===== src/rtl/tpsbb_pkg.sv =====
// Package of the two-port serial byte bridge.
// Holds the operation codes, the controller states and the fixed field widths.
// No dependencies.
`default_nettype none

package tpsbb_pkg;

  localparam int unsigned DATA_W = 8;
  localparam int unsigned IDX_W  = 5;

  typedef enum logic [1:0] {
    OP_RX_BYTE    = 2'd0,
    OP_TX_READY   = 2'd1,
    OP_LOAD_TEXT  = 2'd2,
    OP_START_TEXT = 2'd3
  } op_e;

  typedef enum logic [1:0] {
    ST_CLEAR,
    ST_IDLE,
    ST_EXEC
  } state_e;

  typedef logic [DATA_W-1:0] byte_t;

endpackage

`default_nettype wire


===== src/rtl/tpsbb_if.sv =====
// Channel interfaces of the two-port serial byte bridge: event input and result output.
// Each carries valid, ready and the payload. Depends on tpsbb_pkg.
`default_nettype none

interface tpsbb_in_if import tpsbb_pkg::*; ();
  logic             valid;
  logic             ready;
  op_e              operation;
  logic             port;
  byte_t            data_byte;
  logic [IDX_W-1:0] text_index;

  modport source (output valid, output operation, output port, output data_byte,
                  output text_index, input ready);
  modport sink   (input valid, input operation, input port, input data_byte,
                  input text_index, output ready);
endinterface

interface tpsbb_out_if import tpsbb_pkg::*; ();
  logic  valid;
  logic  ready;
  logic  sent_valid;
  byte_t sent_byte;
  logic  queue_dropped;
  logic  tx_request_a;
  logic  tx_request_b;

  modport source (output valid, output sent_valid, output sent_byte, output queue_dropped,
                  output tx_request_a, output tx_request_b, input ready);
  modport sink   (input valid, input sent_valid, input sent_byte, input queue_dropped,
                  input tx_request_a, input tx_request_b, output ready);
endinterface

`default_nettype wire


===== src/rtl/tpsbb_ring_mem.sv =====
// Byte ring memory of one bridge direction, one write and one registered read port.
// Depends on tpsbb_pkg.
`default_nettype none

module tpsbb_ring_mem import tpsbb_pkg::*; #(
  parameter int unsigned DEPTH = 64,
  parameter int unsigned AW    = 6
) (
  input  wire logic          clk_i,
  input  wire logic          we_i,
  input  wire logic [AW-1:0] waddr_i,
  input  wire byte_t         wdata_i,
  input  wire logic          re_i,
  input  wire logic [AW-1:0] raddr_i,
  output      byte_t         rdata_o
);

  byte_t mem_q [DEPTH];

  always_ff @(posedge clk_i) begin
    if (we_i) begin
      mem_q[waddr_i] <= wdata_i;
    end
  end

  always_ff @(posedge clk_i) begin
    if (re_i) begin
      rdata_o <= mem_q[raddr_i];
    end
  end

endmodule

`default_nettype wire


===== src/rtl/tpsbb_text_mem.sv =====
// Text buffer memory of one port, one write and two registered read ports.
// The second read port fetches the successor of the current text position. Depends on tpsbb_pkg.
`default_nettype none

module tpsbb_text_mem import tpsbb_pkg::*; #(
  parameter int unsigned DEPTH = 32,
  parameter int unsigned AW    = 5
) (
  input  wire logic          clk_i,
  input  wire logic          we_i,
  input  wire logic [AW-1:0] waddr_i,
  input  wire byte_t         wdata_i,
  input  wire logic          re_i,
  input  wire logic [AW-1:0] raddr0_i,
  input  wire logic [AW-1:0] raddr1_i,
  output      byte_t         rdata0_o,
  output      byte_t         rdata1_o
);

  byte_t mem_q [DEPTH];

  always_ff @(posedge clk_i) begin
    if (we_i) begin
      mem_q[waddr_i] <= wdata_i;
    end
  end

  always_ff @(posedge clk_i) begin
    if (re_i) begin
      rdata0_o <= mem_q[raddr0_i];
      rdata1_o <= mem_q[raddr1_i];
    end
  end

endmodule

`default_nettype wire


===== src/rtl/two_port_serial_byte_bridge.sv =====
// Two-port serial byte bridge: ring FIFOs between two ports plus per-port text buffers.
// Result path: an accepted transaction is registered together with its memory reads, then
// executed, and its result is registered at the output, where it waits while the output is stalled.
// A new transaction is taken only in the idle state, so each one is executed and written back
// before the next is accepted; a stalled output holds the execute step.
// Reset: pointers and flags clear at once; a clearing pass then writes zero to every text
// buffer address, during which no transaction is accepted.
`default_nettype none

module two_port_serial_byte_bridge import tpsbb_pkg::*; #(
  parameter int unsigned FIFO_DEPTH = 64,
  parameter int unsigned TEXT_DEPTH = 32
) (
  input wire logic    clk_i,
  input wire logic    rst_ni,
  tpsbb_in_if.sink    in_i,
  tpsbb_out_if.source out_o
);

  localparam int unsigned FAW = $clog2(FIFO_DEPTH);
  localparam int unsigned TAW = $clog2(TEXT_DEPTH);
  localparam int unsigned IW  = (TAW > IDX_W) ? TAW : IDX_W;

  state_e state_q, state_d;
  logic [TAW-1:0] clr_q, clr_d;

  logic [1:0][FAW-1:0] wr_ptr_q, wr_ptr_d;
  logic [1:0][FAW-1:0] rd_ptr_q, rd_ptr_d;
  logic [1:0][TAW-1:0] pos_q, pos_d;
  logic [1:0]          act_q, act_d;
  logic [1:0]          txr_q, txr_d;

  op_e              op_q;
  logic             port_q;
  byte_t            byte_q;
  logic [IDX_W-1:0] idx_q;

  logic  out_valid_q;
  logic  res_sent_q;
  byte_t res_byte_q;
  logic  res_drop_q;
  logic  res_txa_q;
  logic  res_txb_q;

  logic in_ready;
  logic accept;
  logic adv;
  logic clearing;

  logic [1:0] ring_we;
  byte_t      ring_rd [2];
  logic [1:0] text_we_ex;
  byte_t      text_rd0 [2];
  byte_t      text_rd1 [2];

  logic [TAW-1:0] pos_sel;
  logic [TAW-1:0] text_ra0;
  logic [TAW-1:0] text_ra1;
  logic [TAW-1:0] text_wa;
  byte_t          text_wd;
  logic [IW-1:0]  idx_ext;

  logic     dest;
  byte_t    t0;
  byte_t    t1;
  byte_t    fifo_byte;
  logic     last_pos;
  logic     end_text;
  logic [FAW-1:0] nx_ptr;
  logic     sent;
  byte_t    sbyte;
  logic     dropped;

  function automatic logic [FAW-1:0] ring_next(input logic [FAW-1:0] p);
    return (p == FAW'(FIFO_DEPTH - 1)) ? '0 : p + 1'b1;
  endfunction

  // Sequencer: next state.
  always_comb begin
    state_d = state_q;
    clr_d   = clr_q;
    case (state_q)
      ST_CLEAR: begin
        clr_d = clr_q + 1'b1;
        if (clr_q == TAW'(TEXT_DEPTH - 1)) begin
          state_d = ST_IDLE;
          clr_d   = '0;
        end
      end
      ST_IDLE: begin
        if (in_i.valid) begin
          state_d = ST_EXEC;
        end
      end
      ST_EXEC: begin
        if (!out_valid_q || out_o.ready) begin
          state_d = ST_IDLE;
        end
      end
      default: state_d = ST_CLEAR;
    endcase
  end

  // Sequencer: outputs.
  always_comb begin
    in_ready = 1'b0;
    adv      = 1'b0;
    clearing = 1'b0;
    case (state_q)
      ST_CLEAR: clearing = 1'b1;
      ST_IDLE:  in_ready = 1'b1;
      ST_EXEC:  adv      = !out_valid_q || out_o.ready;
      default:  clearing = 1'b0;
    endcase
  end

  assign in_i.ready = in_ready;
  assign accept     = in_i.valid && in_ready;

  // Read addresses are formed from the incoming transaction.
  assign pos_sel  = pos_q[in_i.port];
  assign text_ra0 = (in_i.operation == OP_START_TEXT) ? '0 : pos_sel;
  assign text_ra1 = (pos_sel == TAW'(TEXT_DEPTH - 1)) ? '0 : pos_sel + 1'b1;

  assign idx_ext = IW'(idx_q);
  assign text_wa = clearing ? clr_q : idx_ext[TAW-1:0];
  assign text_wd = clearing ? '0 : byte_q;

  for (genvar g = 0; g < 2; g++) begin : g_port
    tpsbb_ring_mem #(
      .DEPTH (FIFO_DEPTH),
      .AW    (FAW)
    ) u_ring (
      .clk_i   (clk_i),
      .we_i    (ring_we[g] && adv),
      .waddr_i (wr_ptr_q[g]),
      .wdata_i (byte_q),
      .re_i    (accept),
      .raddr_i (rd_ptr_q[g]),
      .rdata_o (ring_rd[g])
    );

    tpsbb_text_mem #(
      .DEPTH (TEXT_DEPTH),
      .AW    (TAW)
    ) u_text (
      .clk_i    (clk_i),
      .we_i     (clearing || (text_we_ex[g] && adv)),
      .waddr_i  (text_wa),
      .wdata_i  (text_wd),
      .re_i     (accept),
      .raddr0_i (text_ra0),
      .raddr1_i (text_ra1),
      .rdata0_o (text_rd0[g]),
      .rdata1_o (text_rd1[g])
    );
  end

  // Execute step: reads have returned, compute the result and the write-back.
  always_comb begin
    wr_ptr_d   = wr_ptr_q;
    rd_ptr_d   = rd_ptr_q;
    pos_d      = pos_q;
    act_d      = act_q;
    txr_d      = txr_q;
    ring_we    = 2'b00;
    text_we_ex = 2'b00;
    sent       = 1'b0;
    sbyte      = '0;
    dropped    = 1'b0;
    end_text   = 1'b0;
    dest       = ~port_q;
    t0         = text_rd0[port_q];
    t1         = text_rd1[port_q];
    fifo_byte  = ring_rd[port_q];
    last_pos   = (pos_q[port_q] == TAW'(TEXT_DEPTH - 1));
    nx_ptr     = ring_next(wr_ptr_q[dest]);
    case (op_q)
      OP_RX_BYTE: begin
        if (nx_ptr != rd_ptr_q[dest]) begin
          ring_we[dest]  = 1'b1;
          wr_ptr_d[dest] = nx_ptr;
        end else begin
          dropped = 1'b1;
        end
        txr_d[dest] = 1'b1;
      end
      OP_TX_READY: begin
        nx_ptr = ring_next(rd_ptr_q[port_q]);
        if (act_q[port_q]) begin
          if (t0 != '0) begin
            sent  = 1'b1;
            sbyte = t0;
            if (last_pos || t1 == '0) begin
              end_text = 1'b1;
            end else begin
              pos_d[port_q] = pos_q[port_q] + 1'b1;
            end
          end else begin
            end_text = 1'b1;
          end
          if (end_text) begin
            pos_d[port_q] = '0;
            act_d[port_q] = 1'b0;
            if (rd_ptr_q[port_q] == wr_ptr_q[port_q]) begin
              txr_d[port_q] = 1'b0;
            end
          end
        end else if (rd_ptr_q[port_q] != wr_ptr_q[port_q]) begin
          sent             = 1'b1;
          sbyte            = fifo_byte;
          rd_ptr_d[port_q] = nx_ptr;
          if (nx_ptr == wr_ptr_q[port_q]) begin
            txr_d[port_q] = 1'b0;
          end
        end else begin
          txr_d[port_q] = 1'b0;
        end
      end
      OP_LOAD_TEXT: begin
        if (32'(idx_q) < TEXT_DEPTH) begin
          text_we_ex[port_q] = 1'b1;
        end
      end
      OP_START_TEXT: begin
        if (t0 != '0) begin
          pos_d[port_q] = '0;
          act_d[port_q] = 1'b1;
          txr_d[port_q] = 1'b1;
        end
      end
      default: sent = 1'b0;
    endcase
  end

  always_ff @(posedge clk_i or negedge rst_ni) begin
    if (!rst_ni) begin
      state_q     <= ST_CLEAR;
      clr_q       <= '0;
      wr_ptr_q    <= '0;
      rd_ptr_q    <= '0;
      pos_q       <= '0;
      act_q       <= '0;
      txr_q       <= '0;
      out_valid_q <= 1'b0;
    end else begin
      state_q <= state_d;
      clr_q   <= clr_d;
      if (adv) begin
        wr_ptr_q    <= wr_ptr_d;
        rd_ptr_q    <= rd_ptr_d;
        pos_q       <= pos_d;
        act_q       <= act_d;
        txr_q       <= txr_d;
        out_valid_q <= 1'b1;
      end else if (out_o.ready) begin
        out_valid_q <= 1'b0;
      end
    end
  end

  always_ff @(posedge clk_i) begin
    if (accept) begin
      op_q   <= in_i.operation;
      port_q <= in_i.port;
      byte_q <= in_i.data_byte;
      idx_q  <= in_i.text_index;
    end
    if (adv) begin
      res_sent_q <= sent;
      res_byte_q <= sbyte;
      res_drop_q <= dropped;
      res_txa_q  <= txr_d[0];
      res_txb_q  <= txr_d[1];
    end
  end

  assign out_o.valid         = out_valid_q;
  assign out_o.sent_valid    = res_sent_q;
  assign out_o.sent_byte     = res_byte_q;
  assign out_o.queue_dropped = res_drop_q;
  assign out_o.tx_request_a  = res_txa_q;
  assign out_o.tx_request_b  = res_txb_q;

`ifndef SYNTHESIS
  a_accept_to_exec: assert property (@(posedge clk_i) disable iff (!rst_ni)
    accept |=> state_q == ST_EXEC)
    else $error("accepted transaction did not enter the execute step");

  a_text_keeps_request: assert property (@(posedge clk_i) disable iff (!rst_ni)
    (act_q[0] |-> txr_q[0]) and (act_q[1] |-> txr_q[1]))
    else $error("text send active without a pending transmit request");

  a_no_accept_while_clearing: assert property (@(posedge clk_i) disable iff (!rst_ni)
    state_q == ST_CLEAR |-> !in_i.ready && !adv)
    else $error("transaction handled during the text clearing pass");

  a_ptr_range: assert property (@(posedge clk_i) disable iff (!rst_ni)
    32'(wr_ptr_q[0]) < FIFO_DEPTH && 32'(wr_ptr_q[1]) < FIFO_DEPTH &&
    32'(rd_ptr_q[0]) < FIFO_DEPTH && 32'(rd_ptr_q[1]) < FIFO_DEPTH)
    else $error("ring pointer beyond the ring depth");
`endif

endmodule

`default_nettype wire


===== src/flat_wrapper.sv =====
// flat-port wrapper written by rule: the top's interface ports become plain ports
module two_port_serial_byte_bridge_flat import tpsbb_pkg::*;
#(
  parameter int unsigned FIFO_DEPTH = 64,
  parameter int unsigned TEXT_DEPTH = 32
)
  (clk_i, rst_ni, in_i_valid, in_i_operation, in_i_port, in_i_data_byte, in_i_text_index, in_i_ready, out_o_valid, out_o_sent_valid, out_o_sent_byte, out_o_queue_dropped, out_o_tx_request_a, out_o_tx_request_b, out_o_ready);
  tpsbb_in_if in_i_i ();
  tpsbb_out_if out_o_i ();
  input wire logic clk_i;
  input wire logic rst_ni;
  input wire logic [$bits(in_i_i.valid)-1:0] in_i_valid;
  input wire logic [$bits(in_i_i.operation)-1:0] in_i_operation;
  input wire logic [$bits(in_i_i.port)-1:0] in_i_port;
  input wire logic [$bits(in_i_i.data_byte)-1:0] in_i_data_byte;
  input wire logic [$bits(in_i_i.text_index)-1:0] in_i_text_index;
  output wire logic [$bits(in_i_i.ready)-1:0] in_i_ready;
  output wire logic [$bits(out_o_i.valid)-1:0] out_o_valid;
  output wire logic [$bits(out_o_i.sent_valid)-1:0] out_o_sent_valid;
  output wire logic [$bits(out_o_i.sent_byte)-1:0] out_o_sent_byte;
  output wire logic [$bits(out_o_i.queue_dropped)-1:0] out_o_queue_dropped;
  output wire logic [$bits(out_o_i.tx_request_a)-1:0] out_o_tx_request_a;
  output wire logic [$bits(out_o_i.tx_request_b)-1:0] out_o_tx_request_b;
  input wire logic [$bits(out_o_i.ready)-1:0] out_o_ready;
  assign in_i_i.valid = in_i_valid;
  assign in_i_i.operation = in_i_operation;
  assign in_i_i.port = in_i_port;
  assign in_i_i.data_byte = in_i_data_byte;
  assign in_i_i.text_index = in_i_text_index;
  assign in_i_ready = in_i_i.ready;
  assign out_o_valid = out_o_i.valid;
  assign out_o_sent_valid = out_o_i.sent_valid;
  assign out_o_sent_byte = out_o_i.sent_byte;
  assign out_o_queue_dropped = out_o_i.queue_dropped;
  assign out_o_tx_request_a = out_o_i.tx_request_a;
  assign out_o_tx_request_b = out_o_i.tx_request_b;
  assign out_o_i.ready = out_o_ready;
  two_port_serial_byte_bridge #(.FIFO_DEPTH(FIFO_DEPTH), .TEXT_DEPTH(TEXT_DEPTH)) u_core (.clk_i(clk_i), .rst_ni(rst_ni), .in_i(in_i_i), .out_o(out_o_i));
endmodule

===== config.mk =====
export PLATFORM = sky130hd
export DESIGN_NAME = two_port_serial_byte_bridge_flat
export DESIGN_NICKNAME = d
export VERILOG_FILES = /design/src/rtl/tpsbb_pkg.sv /design/src/rtl/tpsbb_if.sv /design/src/rtl/tpsbb_ring_mem.sv /design/src/rtl/tpsbb_text_mem.sv /design/src/rtl/two_port_serial_byte_bridge.sv /design/src/flat_wrapper.sv
export SDC_FILE = /design/constraint.sdc
export NUM_CORES = 2
export LEC_CHECK = 0
export ABC_CLOCK_PERIOD_IN_PS = 6800
export BUFFER_PORTS_ARGS = -buffer_cell sky130_fd_sc_hd__buf_2
export CORE_ASPECT_RATIO = 1.4
export CORE_MARGIN = 2
export CORE_UTILIZATION = 30
export DETAILED_ROUTE_END_ITERATION = 6
export PLACE_DENSITY = 0.54
export REMOVE_ABC_BUFFERS = 1
export SETUP_SLACK_MARGIN = 0.02
export SYNTH_ARGS = -nofsm -noshare
export SYNTH_HDL_FRONTEND = slang
export SYNTH_SLANG_ARGS = --single-unit

===== constraint.sdc =====
create_clock -name clk_i -period 6.8 [get_ports clk_i]
set_clock_uncertainty 0.05 [all_clocks]
set_input_delay 0.34 -clock clk_i [delete_from_list [all_inputs] [get_ports clk_i]]
set_output_delay 0.34 -clock clk_i [all_outputs]
set_load 0.05 [all_outputs]

-- Word-level counts from Yosys, hierarchy flattened
Memory sizes are Yosys's and may differ from the RTL's. A register that Yosys moved wholly into a read port is not among the register bits.
Index checks and enable logic that the tools add are counted.
- equality and inequality tests: 21
- bitwise gates (word level): 12
- muxes and demuxes: 93
- $lt $le $gt $ge: 6
- add/sub/neg operators: 5
- reduce and logical (&&, ||, !) cells: 23
- operators with widths (kind ; number):
    8-bit two-way mux ; 13
    6-bit two-way mux ; 12
    10-bit two-way mux ; 7
    5-bit two-way mux ; 9
    2-bit two-way mux ; 15
    1-bit two-way mux ; 25
    12-bit bitwise mux ; 2
    10-bit bitwise AND ; 2
    10-bit one-hot mux with 2 select lines ; 1
    5-bit by 1-bit adder with 5-bit output, second input constant ; 3
    5-bit equality test, second input constant ; 3
    6-bit by 1-bit adder with 6-bit output, second input constant ; 2
    6-bit demux with 1-bit select ; 2
    6-bit equality test ; 2
    6-bit equality test, second input constant ; 2
    6-bit != test ; 2
    2-bit one-hot mux with 3 select lines ; 2
    10-bit bitwise mux ; 1
    2-bit by 1-bit != test with 1-bit output, second input constant ; 5
    10-bit NOT ; 1
    2-bit equality test, second input constant ; 4
    8-bit zero test ; 1
    4-bit AND reduction ; 2
    8-bit nonzero test ; 1
    20 further kinds ; 41
- input bits: 20
- logic and storage cells: 184
- memories: 4
- RAM bits: 1536
- output and inout port bits: 14
- register bits after elaboration: 74
- memory list (memory ; depth ; bits a word ; read ports ; clocked after Yosys merged registers in ; write ports ; RTL line ; source):
    u_core.g_port[0].u_ring.mem_q ; 64 ; 8 ; 1 ; 1 ; 1 ; tpsbb_ring_mem.sv:18 ; byte_t mem_q [DEPTH];
    u_core.g_port[1].u_ring.mem_q ; 64 ; 8 ; 1 ; 1 ; 1 ; tpsbb_ring_mem.sv:18 ;
    u_core.g_port[0].u_text.mem_q ; 32 ; 8 ; 2 ; 2 ; 1 ; tpsbb_text_mem.sv:20 ; byte_t mem_q [DEPTH];
    u_core.g_port[1].u_text.mem_q ; 32 ; 8 ; 2 ; 2 ; 1 ; tpsbb_text_mem.sv:20 ;

-- Depth between registers and ports, before layout
- word-level depth: 14
- depth in mapped cells: 19
- mapped depth without buffers: 10

-- Modules after synthesis
Synthesis repeated with hierarchy kept, for this count alone.
- cells, all modules: 3507
- area, all modules: 70319.9 um^2
- modules (own cells, without submodules) (module ; instances ; area each (um^2) ; cells an instance ; seq. area each (um^2)):
    tpsbb_text_mem ; 2 ; 12368.1 ; 532 ; 8167.8
    tpsbb_ring_mem at u_core.g_port[0].u_ring ; 1 ; 20393.3 ; 1000 ; 15615.0
    tpsbb_ring_mem at u_core.g_port[1].u_ring ; 1 ; 20246.9 ; 940 ; 15615.0
    two_port_serial_byte_bridge ; 1 ; 4943.5 ; 503 ; 1991.9

-- Worst setup path before layout
No wires, ideal clock.
- path type: reg-to-reg
- start: register u_core.port_q
- end: memory u_core.g_port[0].u_ring.mem_q[59][0] (netlist name), enable pin
- library setup time: 0.395 ns
- clock period less this slack: 4.965 ns
- cell stages (with the launch flop): 20
- data arrival time: 4.521 ns
- slack: 1.835 ns
- path buffers: 10
- data required time: 6.355 ns
- cells stage by stage: edfxtp_1 -> buf_6 -> buf_8 -> buf_12 -> buf_2 -> buf_2 -> buf_2 -> buf_2 -> clkbuf_1 -> o21ai_0 -> ha_1 -> nand4b_1 -> nand2_1 -> and2_1 -> clkbuf_1 -> and3_1 -> o22ai_1 -> o21ai_2 -> buf_2 -> nor4_1
- word-level cells in the longest chain between the ends: 10
- elaborated cells on any way between the ends: 19
- classes of those cells: add/sub: 1; order compare: 2; eq/ne: 2; mux: 11; bitwise: 1; reduce/logical: 2
- RTL lines (element ; RTL line ; source):
    start: declaration ; two_port_serial_byte_bridge.sv:34 ; logic port_q;
    start signal: assignment ; two_port_serial_byte_bridge.sv:265 ; port_q <= in_i.port;
    6-bit two-way mux (not written as such) / 1-bit NOT (equally long branches) ; two_port_serial_byte_bridge.sv:177, two_port_serial_byte_bridge.sv:172 ;
    6-bit two-way mux (not written as such), or another cell as far along ; two_port_serial_byte_bridge.sv:177 ; nx_ptr = ring_next(wr_ptr_q[dest]);
    6-bit by 1-bit adder with 6-bit output, or another cell as far along ; two_port_serial_byte_bridge.sv:75 ; return (p == FAW'(FIFO_DEPTH - 1)) ? '0 : p + 1'b1;
    6-bit two-way mux / 1-bit two-way mux (equally long branches) ; two_port_serial_byte_bridge.sv:75, two_port_serial_byte_bridge.sv:181 ;
    6-bit != test / 1-bit demux with 1-bit select (equally long branches) ; n/a ;
    2-bit two-way mux * ; two_port_serial_byte_bridge.sv:180 ; if (nx_ptr != rd_ptr_q[dest]) begin
    2-bit two-way mux * ; two_port_serial_byte_bridge.sv:178 ; case (op_q)
    1-bit logical AND * ; two_port_serial_byte_bridge.sv:135 ; .we_i (ring_we[g] && adv),
    1-bit two-way mux * ; tpsbb_ring_mem.sv:21 ; if (we_i) begin
    1-bit two-way mux (not written as such) * ; tpsbb_ring_mem.sv:22 ; mem_q[waddr_i] <= wdata_i;
    end: declaration ; tpsbb_ring_mem.sv:18 ;
Mark *: on every way between the ends. The rest lies on a longest branch, timed or not. The select of a mux whose other input is x is not followed.

-- Worst setup path after layout
- start: register u_core.port_q
- end: memory u_core.g_port[0].u_ring.mem_q[60][5] (netlist name), enable pin
Same word-level chain as after synthesis.

==> impl_metrics.json <==
{
  "rows": 211,
  "drc": 0,
  "placed_area_um2": 74900,
  "dr_total_vias": 37700,
  "synthFlopType": "edfxtp_1",
  "final.period_utilization": 0.726,
  "irDropWorstVdd_uv": 287,
  "wire_per_inst_um": 27.7,
  "synth.top_cell.area_share": 0.682,
  "synth-adder-area-share": 0.00141,
  "synth_area_um2": 71000,
  "htree_levels": 4,
  "die_area_um2": 241000,
  "grt_max_degree": 130,
  "critPathMaxFanout": 48,
  "worst_slew_pin_slew_ns": 1.27,
  "synth_most_common_cell": "edfxtp_1",
  "io_pins": 34,
  "finalCriticalPeriod_ns": 4.94,
  "post_cts_resized": 0,
  "yosys.area_share.xor_xnor": 0.00368,
  "yosysSeqAreaShare": 0.698,
  "finalNonFillerCells": 7143,
  "grt_pass1_vias": 39400,
  "synth_seq_cells": 1658,
  "drv_cap": 0,
  "start_util": 0.301,
  "relSlewSlack": 0.144,
  "cts.clk_slew.worst_paths_ns": 0.07,
  "yosys.area_share.simple": 0.0570,
  "grt_overflow_total": 0,
  "synth.area.top_cells": "edfxtp_1 (68%), mux4_2 (16%), dfrtp_1 (1.6%), mux2i_1 (1.5%), or3_1 (1.2%)",
  "hold_viol": 0,
  "first_pass_iters": 6,
  "die_x_um": 415,
  "drtIter0Drc": 3681,
  "worstSetupStartpointType": "register",
  "fin_area_um2": 80600,
  "netlist_top_cells_count": "edfxtp_1 (1612), mux4_2 (512), nand2_1 (218)",
  "crit_required_ns": 7.17,
  "dp.cells": 6821,
  "yosys.area.top_type": "edfxtp_1",
  "final-setup-viol-count": 0,
  "syn_to_final_growth_pct": 13.6,
  "critical_path_class": "reg -> reg",
  "gp_congestion": 0.846,
  "yosysUniqueCellTypes": 74,
  "syn_inst": 3892,
  "clock-sinks": 1658,
  "p_per_area_nw_per_um2": 379,
  "status": "completed",
  "slew_violations": 0,
  "fp.dieH_um": 580,
  "yosysWarnings": 0,
  "cts_root_buffer": "clkbuf_16",
  "cellLeakagePower_nw": 24.2,
  "final_layout_size_suffix_gt1_frac": 0.240,
  "fmax_mhz": 203,
  "tns_ns": 0,
  "io_buffers": 33,
  "grt_usage": 0.162,
  "antenna_found_initial": 8,
  "synth_top_family_by_area": "multiplexers",
  "core_region_area_um2": 236000,
  "syn_avg_cell_area_um2": 18.2,
  "synth_edf_count": 1612,
  "cts_tree": "built",
  "final_util": 0.342,
  "post_drt_via_cell_ratio": 5.28,
  "synth_compound_area_frac": 0.0383,
  "hp-class": "in -> async",
  "endpoint_kind": "register",
  "fin_nets": 3951,
  "clock_latency_ns": 0.85,
  "clockBufferDepth": 4,
  "dp_hpwl_um": 122000,
  "cts-buffers-inserted": 169,
  "wl_um": 198000,
  "ant_nets": 0,
  "rsz0062_at_grt": "no",
  "arrival_ns": 5.30,
  "async_flop_share": 0.0277,
  "synthMuxAreaShare": 0.183,
  "grt_pass1_wl_um": 284000
}
[state kept, by name, summed over array words and instances, names as in the netlist, 2 cells and up, named ones only]
name,flops
u_core.clr_q,5
u_core.op_q,2
u_core.txr_q,2
u_core.idx_ext,5
u_core.rd_ptr_q,12
u_core.g_port.u_ring.mem_q,1024
u_core.g_port.u_text.rdata0_o,16
u_core.state_q,2
u_core.byte_q,8
u_core.g_port.u_ring.rdata_o,16
u_core.g_port.u_text.mem_q,512
u_core.out_o.sent_byte,8
u_core.wr_ptr_q,12
u_core.g_port.u_text.rdata1_o,16
[worst max-delay path, stage by stage, from the launching register on]
cell and delay [ns]:
edfxtp_1 1.02, nand2_1 0.23, o21ai_0 0.15, ha_1 0.28
nand4_1 0.15, nand2_1 0.26, and2_1 0.29, nor2b_1 0.13
o22ai_1 0.47, o21ai_4 0.11, buf_4 0.32, nor3_1 1.02
[layout make-up]
type | count | area, um2
repair buffers | 146 | 1260
clock buffers | 202 | 4500
multi-input cells | 1916 | 20200
inverters | 32 | 123
flip-flops and latches | 1658 | 49600
fillers | 22000 | 155000
well taps | 3088 | 3860
clock inverters | 97 | 1070
diodes | 4 | 10.0
[per-layer routing]
| metal | up-vias | routed length [um] | global-route usage |
|---|---|---|---|
| met2 | 1325 | 107000 | 0.302 |
| met5 | - | 13 | 0 |
| met3 | 328 | 9300 | 0.0156 |
| met1 | 20000 | 74000 | 0.189 |
| li1 | 16100 | - | - |
| met4 | 2 | 8330 | 0.0670 |
[layout by cell type (no fill, tap or decap), types with 35 or more instances in the layout]
cell type  Yosys  routed
edfxtp_1    1612    1612
mux4_2       512     512
nand2_1      218     218
clkbuf_16      0     174
o21ai_0      149     149
or3_1        131     131
nor3_1       121     121
nor2_1       120     113
mux2i_1      105     104
buf_4          3      78
a31oi_1       77      77
a211oi_1      68      68
o211ai_1      66      66
and2_1        51      42
dfrtp_1       46      39
nand3_1       35      35
[stage by stage]
stage / total power [mW] / hold slack, ns / worst slack [ns]
6_report: 30.5 / 0.122 / 1.86
5_1_grt: 31.6 / 0.122 / 1.50
4_1_cts: 30.8 / 0.0858 / 1.92
3_5_place_dp: 21.3 / 0.457 / 1.86
3_3_place_gp: 21.3 / 0.443 / 1.95
2_1_floorplan: 18.4 / -0.00559 / -8.09
[power by group]
group	switching [mW]	internal, mW	total [mW]	leakage (nW)
Sequential	0.372	12.4	12.8	15.2
Clock	3.97	5.53	9.49	2.72
Combinational	5.10	3.16	8.26	6.30
Total	9.44	21.1	30.5	24.2
[path summary, 6_finish.rpt]
| path | startpoint | end | slack [ns] | depth (start not counted) |
|---|---|---|---|---|
| setup / recovery | u_core.port_q$_DFFE_PP_ | u_core.g_port[0].u_ring.mem_q[60][5]$_DFFE_PP_ | 1.86 | 11 |
| max in group asynchronous | rst_ni | u_core.rd_ptr_q[6]$_DFFE_PN0P_ | 5.87 | 3 |
| hold reg to reg | register | register | 0.47 | 1 |
| setup reg to reg | u_core.port_q$_DFFE_PP_ | u_core.g_port[0].u_ring.mem_q[60][5]$_DFFE_PP_ | 1.86 | 11 |
| min in group clk_i | in_i_data_byte[5] | u_core.byte_q[5]$_DFFE_PP_ | 0.15 | 2 |
| hold / removal | rst_ni | u_core.out_o.valid$_DFFE_PN0P_ | 0.12 | 3 |
[timing repair]
action / 4_1_cts / 5_1_grt
hold buffers: 19 / 0
hold endpoints to repair: 65 / 0
buffers inserted: 0 / 0
[cell families after synthesis]
group           after synthesis
flops                      1658
simple gates                803
compound gates              423
xor+xnor                     29
mux                         653
fa+ha+maj                     8
buf+inv                     318
Note: power is estimated with default switching activity, not from simulation.
